<file path="config.mk">
export PLATFORM = sky130hd
export DESIGN_NAME = led_matrix_bitmap_scroller
export DESIGN_NICKNAME = d
export VERILOG_FILES = /design/src/rtl/core/lmbs_pkg.sv /design/src/rtl/core/lmbs_divider.sv /design/src/rtl/core/lmbs_frame.sv /design/src/rtl/core/led_matrix_bitmap_scroller.sv
export SDC_FILE = /design/constraint.sdc
export NUM_CORES = 1
export LEC_CHECK = 0
export ABC_AREA = 1
export BUFFER_PORTS_ARGS = -buffer_cell sky130_fd_sc_hd__buf_2
export CAP_MARGIN = 30
export CORE_MARGIN = 3
export CORE_UTILIZATION = 45
export DETAILED_ROUTE_END_ITERATION = 10
export HOLD_SLACK_MARGIN = 0.05
export PLACE_DENSITY_LB_ADDON = 0.08
export SLEW_MARGIN = 40
export SYNTH_ARGS = -nofsm -noshare
export SYNTH_HDL_FRONTEND = slang
export SYNTH_SLANG_ARGS = --single-unit
export TNS_END_PERCENT = 10
</file>
<file path="constraint.sdc">
create_clock -name clk -period 5.8 [get_ports clk]
set_clock_uncertainty 0.1 [all_clocks]
set_input_delay 0 -clock clk [delete_from_list [all_inputs] [get_ports clk]]
set_output_delay 0 -clock clk [all_outputs]
set_load 0.05 [all_outputs]
</file>
<file path="src/rtl/core/lmbs_pkg.sv">
// Shared types and constants for the LED matrix bitmap scroller.
// Used by the divider, the frame builder, the top level and the checker.
package lmbs_pkg;

  localparam int ImgW   = 64;
  localparam int TimeW  = 32;
  localparam int ShiftW = 4;

  // Request operation codes.
  localparam logic [1:0] OP_TICK  = 2'd0;
  localparam logic [1:0] OP_START = 2'd1;
  localparam logic [1:0] OP_STOP  = 2'd2;

  // Configuration register indexes.
  localparam logic [1:0] REG_IMAGE  = 2'd0;
  localparam logic [1:0] REG_PERIOD = 2'd1;
  localparam logic [1:0] REG_LEFT   = 2'd2;
  localparam logic [1:0] REG_WRAP   = 2'd3;

  localparam logic signed [ShiftW-1:0] SHIFT_MAX = 4'sd7;
  localparam logic signed [ShiftW-1:0] SHIFT_MIN = -4'sd7;

  // Result of one elapsed-time division.
  typedef struct packed {
    logic             done;
    logic             nonzero;
    logic [2:0]       mod8;
    logic [3:0]       mod15;
    logic [TimeW-1:0] rem;
  } div_res_t;

endpackage

</file>
<file path="src/rtl/core/lmbs_divider.sv">
// Iterative restoring divider, one quotient bit per cycle.
// Returns the remainder and the quotient reduced mod 8 and mod 15. Depends on lmbs_pkg.
module lmbs_divider import lmbs_pkg::*; (
  input  logic             clk,
  input  logic             rst_n,
  input  logic             start,
  input  logic [TimeW-1:0] dividend,
  input  logic [TimeW-1:0] divisor,
  output div_res_t         res
);

  logic             busy_r, busy_nxt;
  logic             done_r, done_nxt;
  logic [4:0]       cnt_r, cnt_nxt;
  logic [TimeW-1:0] dvd_r, dvd_nxt;
  logic [TimeW-1:0] dvs_r, dvs_nxt;
  logic [TimeW-1:0] rem_r, rem_nxt;
  logic             nz_r, nz_nxt;
  logic [2:0]       m8_r, m8_nxt;
  logic [3:0]       m15_r, m15_nxt;

  logic [TimeW:0]   trial;
  logic [TimeW:0]   diff;
  logic             qbit;
  logic [4:0]       m15_dbl;

  always_comb begin
    trial = {rem_r, dvd_r[TimeW-1]};
    diff  = trial - {1'b0, dvs_r};
    qbit  = (trial >= {1'b0, dvs_r});
    // Running residue of the quotient mod 15, built MSB first.
    m15_dbl = {m15_r, qbit};
    if (m15_dbl >= 5'd15) begin
      m15_dbl = m15_dbl - 5'd15;
    end

    busy_nxt = busy_r;
    done_nxt = 1'b0;
    cnt_nxt  = cnt_r;
    dvd_nxt  = dvd_r;
    dvs_nxt  = dvs_r;
    rem_nxt  = rem_r;
    nz_nxt   = nz_r;
    m8_nxt   = m8_r;
    m15_nxt  = m15_r;

    if (start) begin
      busy_nxt = 1'b1;
      cnt_nxt  = 5'd31;
      dvd_nxt  = dividend;
      dvs_nxt  = divisor;
      rem_nxt  = '0;
      nz_nxt   = 1'b0;
      m8_nxt   = '0;
      m15_nxt  = '0;
    end else if (busy_r) begin
      dvd_nxt = {dvd_r[TimeW-2:0], 1'b0};
      rem_nxt = qbit ? diff[TimeW-1:0] : trial[TimeW-1:0];
      nz_nxt  = nz_r | qbit;
      m8_nxt  = {m8_r[1:0], qbit};
      m15_nxt = m15_dbl[3:0];
      cnt_nxt = cnt_r - 5'd1;
      if (cnt_r == 5'd0) begin
        busy_nxt = 1'b0;
        done_nxt = 1'b1;
      end
    end
  end

  always_ff @(posedge clk) begin
    if (!rst_n) begin
      busy_r <= 1'b0;
      done_r <= 1'b0;
      cnt_r  <= '0;
    end else begin
      busy_r <= busy_nxt;
      done_r <= done_nxt;
      cnt_r  <= cnt_nxt;
    end
    dvd_r <= dvd_nxt;
    dvs_r <= dvs_nxt;
    rem_r <= rem_nxt;
    nz_r  <= nz_nxt;
    m8_r  <= m8_nxt;
    m15_r <= m15_nxt;
  end

  assign res.done    = done_r;
  assign res.nonzero = nz_r;
  assign res.mod8    = m8_r;
  assign res.mod15   = m15_r;
  assign res.rem     = rem_r;

endmodule

</file>
<file path="src/rtl/core/lmbs_frame.sv">
// Frame builder: rotates or shifts each row of the image by the column shift.
// Depends on lmbs_pkg.
module lmbs_frame import lmbs_pkg::*; (
  input  logic [ImgW-1:0]   image,
  input  logic [ShiftW-1:0] shift,
  input  logic              wrap,
  output logic [ImgW-1:0]   pixels
);

  logic [ShiftW-1:0] neg_shift;

  assign neg_shift = ~shift + 4'd1;

  always_comb begin
    logic [7:0]  b;
    logic [15:0] rot;
    pixels = '0;
    for (int row = 0; row < 8; row++) begin
      b   = image[8*row +: 8];
      rot = {b, b} >> shift[2:0];
      if (wrap) begin
        pixels[8*row +: 8] = rot[7:0];
      end else if (!shift[3]) begin
        pixels[8*row +: 8] = b >> shift[2:0];
      end else if (neg_shift[3]) begin
        pixels[8*row +: 8] = 8'd0;
      end else begin
        pixels[8*row +: 8] = b << neg_shift[2:0];
      end
    end
  end

endmodule

</file>
<file path="src/rtl/core/led_matrix_bitmap_scroller.sv">
// A tick request is accepted, the one-bit-per-cycle divider splits elapsed time
// into whole step periods, the step count is folded into the shift, and the
// output register is loaded; a tick that advances no step with no frame pending
// returns to idle. Stop requests queue a blank frame; new requests wait until done.
// Synchronous active-low reset clears all control state and returns the
// configuration registers to image 0, period 1, scroll right, no wrap.
module led_matrix_bitmap_scroller import lmbs_pkg::*; (
  input  logic              clk,
  input  logic              rst_n,
  input  logic              in_valid,
  output logic              in_ready,
  input  logic [1:0]        in_operation,
  input  logic [TimeW-1:0]  in_now_ms,
  output logic              out_valid,
  input  logic              out_ready,
  output logic [ImgW-1:0]   out_pixels,
  output logic [ShiftW-1:0] out_column_shift,
  input  logic              cfg_valid,
  output logic              cfg_ready,
  input  logic [1:0]        cfg_index,
  input  logic [ImgW-1:0]   cfg_data
);

  localparam logic [1:0] ST_IDLE = 2'd0;
  localparam logic [1:0] ST_DIV  = 2'd1;
  localparam logic [1:0] ST_FOLD = 2'd2;
  localparam logic [1:0] ST_EMIT = 2'd3;

  logic [1:0]        state_r, state_nxt;
  logic [ImgW-1:0]   image_r;
  logic [TimeW-1:0]  period_r;
  logic              left_r, wrap_r;
  logic              running_r, running_nxt;
  logic              pending_r, pending_nxt;
  logic [ShiftW-1:0] shift_r, shift_nxt;
  logic [TimeW-1:0]  last_r, last_nxt;
  logic [TimeW-1:0]  now_r, now_nxt;
  logic              blank_r, blank_nxt;
  logic              out_valid_r, out_valid_nxt;
  logic [ImgW-1:0]   out_pix_r, out_pix_nxt;
  logic [ShiftW-1:0] out_sh_r, out_sh_nxt;

  logic              in_fire;
  logic              div_start;
  logic [TimeW-1:0]  divisor;
  div_res_t          div_res;
  logic [ImgW-1:0]   frame;

  logic [2:0]        w3;
  logic [4:0]        sv;
  logic [4:0]        t15;
  logic [ShiftW-1:0] folded;

  assign in_ready  = (state_r == ST_IDLE);
  assign in_fire   = in_valid && in_ready;
  assign cfg_ready = 1'b1;
  assign divisor   = (period_r == '0) ? 32'd1 : period_r;
  assign div_start = in_fire && (in_operation == OP_TICK) && running_r;

  lmbs_divider u_div (
    .clk      (clk),
    .rst_n    (rst_n),
    .start    (div_start),
    .dividend (in_now_ms - last_r),
    .divisor  (divisor),
    .res      (div_res)
  );

  lmbs_frame u_frame (
    .image  (image_r),
    .shift  (shift_r),
    .wrap   (wrap_r),
    .pixels (frame)
  );

  // Advance the shift by the step count, folded mod 8 or mod 15.
  always_comb begin
    w3 = left_r ? (shift_r[2:0] - div_res.mod8) : (shift_r[2:0] + div_res.mod8);
    sv = {shift_r[3], shift_r} + 5'd7;
    if (sv[4]) begin
      sv = 5'd0;
    end else if (sv > 5'd14) begin
      sv = 5'd14;
    end
    t15 = left_r ? (sv + 5'd15 - {1'b0, div_res.mod15}) : (sv + {1'b0, div_res.mod15});
    if (t15 >= 5'd15) begin
      t15 = t15 - 5'd15;
    end
    t15 = t15 - 5'd7;
    folded = wrap_r ? {1'b0, w3} : t15[3:0];
  end

  always_comb begin
    state_nxt     = state_r;
    running_nxt   = running_r;
    pending_nxt   = pending_r;
    shift_nxt     = shift_r;
    last_nxt      = last_r;
    now_nxt       = now_r;
    blank_nxt     = blank_r;
    out_valid_nxt = out_valid_r && !out_ready;
    out_pix_nxt   = out_pix_r;
    out_sh_nxt    = out_sh_r;

    unique case (state_r)
      ST_IDLE: begin
        if (in_fire) begin
          case (in_operation)
            OP_START: begin
              running_nxt = 1'b1;
              pending_nxt = 1'b1;
              last_nxt    = in_now_ms;
              shift_nxt   = wrap_r ? '0 : (left_r ? SHIFT_MAX : SHIFT_MIN);
            end
            OP_STOP: begin
              running_nxt = 1'b0;
              pending_nxt = 1'b0;
              shift_nxt   = '0;
              last_nxt    = '0;
              blank_nxt   = 1'b1;
              state_nxt   = ST_EMIT;
            end
            OP_TICK: begin
              if (running_r) begin
                now_nxt   = in_now_ms;
                blank_nxt = 1'b0;
                state_nxt = ST_DIV;
              end
            end
            default: ;
          endcase
        end
      end
      ST_DIV: begin
        if (div_res.done) begin
          state_nxt = ST_FOLD;
        end
      end
      ST_FOLD: begin
        if (div_res.nonzero) begin
          last_nxt  = now_r - div_res.rem;
          shift_nxt = folded;
          state_nxt = ST_EMIT;
        end else if (pending_r) begin
          state_nxt = ST_EMIT;
        end else begin
          state_nxt = ST_IDLE;
        end
      end
      ST_EMIT: begin
        if (!out_valid_r || out_ready) begin
          out_valid_nxt = 1'b1;
          out_pix_nxt   = blank_r ? '0 : frame;
          out_sh_nxt    = shift_r;
          pending_nxt   = 1'b0;
          state_nxt     = ST_IDLE;
        end
      end
      default: state_nxt = ST_IDLE;
    endcase
  end

  always_ff @(posedge clk) begin
    if (!rst_n) begin
      state_r     <= ST_IDLE;
      running_r   <= 1'b0;
      pending_r   <= 1'b0;
      shift_r     <= '0;
      last_r      <= '0;
      out_valid_r <= 1'b0;
      image_r     <= '0;
      period_r    <= 32'd1;
      left_r      <= 1'b0;
      wrap_r      <= 1'b0;
    end else begin
      state_r     <= state_nxt;
      running_r   <= running_nxt;
      pending_r   <= pending_nxt;
      shift_r     <= shift_nxt;
      last_r      <= last_nxt;
      out_valid_r <= out_valid_nxt;
      if (cfg_valid) begin
        unique case (cfg_index)
          REG_IMAGE:  image_r  <= cfg_data;
          REG_PERIOD: period_r <= cfg_data[TimeW-1:0];
          REG_LEFT:   left_r   <= cfg_data[0];
          REG_WRAP:   wrap_r   <= cfg_data[0];
          default: ;
        endcase
      end
    end
    now_r     <= now_nxt;
    blank_r   <= blank_nxt;
    out_pix_r <= out_pix_nxt;
    out_sh_r  <= out_sh_nxt;
  end

  assign out_valid        = out_valid_r;
  assign out_pixels       = out_pix_r;
  assign out_column_shift = out_sh_r;

endmodule

</file>
==> reports/metrics.cfg <==
[timing]
postLayoutSetupSlackWorst_ps = 1310
clock.fmax_ghz = 0.223
slew_viol_final = 0
worstMarginPinSlew_ps = 905
hold_violations = 0
fin_crit_ps = 4490
setup_viol = 0
relSlewSlack = 0.396
setup_tns_ps = 0
fin_crit_sh = 0.775
rsz0062_at_grt = false

[route]
routedWlPerCell_microns = 19.8
antenna_left = 0
drt_iter0_drc = 2145
dr.pass1.iters = 6
drcViolationCount = 0
viasPerCell = 5.70
vias = 22890
wl_mm = 79.4

[logic_synthesis]
ys_seq_elements = 351
synthTopCellsByCount = nand2_1 (573), a21oi_1 (372), inv_1 (354)
synth_cell_types = 59
synth.avg_cell_area_sq_um = 7.37
postSynthCellCount = 3106
synth_top_area_share = 0.216
yosys_warnings = 0
synthArstFlopShare = 0
synth_edf_count = 165
synth_ff_type = dfxtp_1
synth_most_common_cell = nand2_1
yosysSeqAreaShare = 0.379
yosysTopAreaCell = edfxtp_1
ys_top_cells_by_area = edfxtp_1 (22%), dfxtp_1 (16%), nand2_1 (9.4%)
synth_nets = 3331
netlist_area_sq_um = 22900

[critical_path]
cp.arrival_ps = 4880
critical_path_class = flop to flop
worstPathRequired_ps = 6190
cp-end-kind = flop
path_max_fanout = 44
cp-start-kind = flop
rr_worst_depth = 21
r2r_slack_ps = 1310

[placed_design]
dp_hpwl_mm = 56.5
numPortBuffers = 174
pre_cts_ws_ps = 1350
gp_congestion = 0.952

[clock_network]
cts_tree = yes
clockRootBuffer = clkbuf_16
clkTransAtPathRegs_ps = 70
cts_setup_buffers = 0
clk_latency_ps = 590
cts_made_buffers = 43
clockBufferDepth = 3
cts.sinks = 351
h-tree-depth = 2

[finish]
nNetsFinal = 3536
drive_gt1_frac = 0.101
syn_to_final_growth_pct = 18.2
multi_input_area_sq_um = 12100
nFillCells = 4767
fin_util = 0.539
regArea_sq_um = 8680

[floorplan]
coreArea_sq_um = 50200
io_pins = 176
num_rows = 82
die_w_microns = 232
die_h_microns = 232
start_util = 0.456
die_area_sq_um = 53600

[power_and_ir_drop]
power-per-cell-area_nw_per_um2 = 523
ir_drop_uv = 371
p_leak_nw = 11.5

[global_routing]
grt_pass1_vias = 21912
antenna_found_initial = 2
grt.total_usage = 0.287
grt_pass1_wl_mm = 122
grt.overflow.total = 0
grt_max_degree = 102

[run]
cap_violations = 0

[run_status]
status = completed

[worst_hold_path]
min_path_type = primary input to flop
worstHoldPathCells = 2

[worst max-delay path, stage by stage, from the launching register on]
cell and delay, ps:
dfxtp_4 480, nor2_1 540, nand2_1 500, nand2_1 250, nor4_1 60, nor3_1 260, ha_1 230, ha_1 230
nand2_1 60, o21ai_1 110, ha_1 270, nor2_1 150, a21oi_2 50, nand3_2 100, nand2_2 70, nand2_1 80
nand2_2 80, ha_1 280, nor2_1 40, nor2_1 100, o21ai_0 80, a221oi_1 270
[registers in the layout (all words and copies together), names as in the netlist, 2 cells and up]
signal and cells:
u_div.dvs_r 32, shift_r 4, image_r 64, out_pixels 64, u_div.m8_r 3, u_div.cnt_r 5, u_div.dvd_r 32, now_r 32
u_div.m15_r 4, u_div.rem_r 32, out_column_shift 4, period_r 32, last_r 32, state_r 2
[stage by stage]
stage	area, sq um	std cells	power, mW	hold WS [ps]
after floorplan	22900	3106	9.00	-1.13
after global placement	24200	3801	11.0	136
after detailed placement	24200	3801	11.0	134
after CTS	27100	4017	14.0	50.5
after global routing	27100	4018	15.2	68.1
final	27100	4018	14.2	81.6
[cell usage in the layout, fill, tap and decap left out, drive strengths merged, types with 116 or more instances in the layout]
cell type and count:
nand2 583, a21oi 375, inv 373, o21ai 348
nor2 272, buf 206, dfxtp 186, edfxtp 165
dlygate4sd3 137, ha 116
[worst paths after layout]
path,from,end
worst max-delay path,shift_r[0]$_SDFFE_PN0P_,shift_r[1]$_SDFFE_PN0P_
worst max register to register,shift_r[0]$_SDFFE_PN0P_,shift_r[1]$_SDFFE_PN0P_
worst min-delay path,in_now_ms[14],now_r[14]$_DFFE_PP_
worst min register to register,period_r[23]$_SDFFE_PN0P_,u_div.dvs_r[23]$_SDFFCE_PN0P_
[repair_timing]
action                    CTS  global route
hold endpoints to repair  204             0
gates resized for setup     0             0
hold buffers              137             0
[power breakdown]
part	switching (mW)	internal [mW]	leakage, nW
registers	0.309	3.03	3.05
clock network	1.17	1.73	0.730
logic	5.39	2.53	7.73
[per-layer routing]
layer	vias to the layer above	routed length [microns]	track usage
met5	-	11	0
met2	949	34000	0.435
met1	10757	37900	0.427
met3	124	5600	0.0420
met4	2	1870	0.0763
li1	11058	-	-
[layout make-up]
cell class                 count  area share
tap                          672      0.0311
inverter                     369      0.0515
clock inverter                30      0.0141
clock buffer                  49      0.0415
multi-input combinational   2203       0.449
sequential                   351       0.321
antenna                        1   0.0000925
timing repair buffer         343      0.0921
[kinds of logic (layout without fill, tap and decap cells)]
family,count (synthesis),in the layout,share of synthesized area
adders and majority gates,120,120,0.0669
buffers and inverters,552,791,0.0927
muxes,14,14,0.00612
other,1,2,0.000164
DFF,351,351,0.379
xor gates and xnor gates,66,66,0.0253
AOI/OAI and AO/OA,982,982,0.246
and+or+nand+nor,1020,1020,0.184
(Power assumes the default switching activity.)
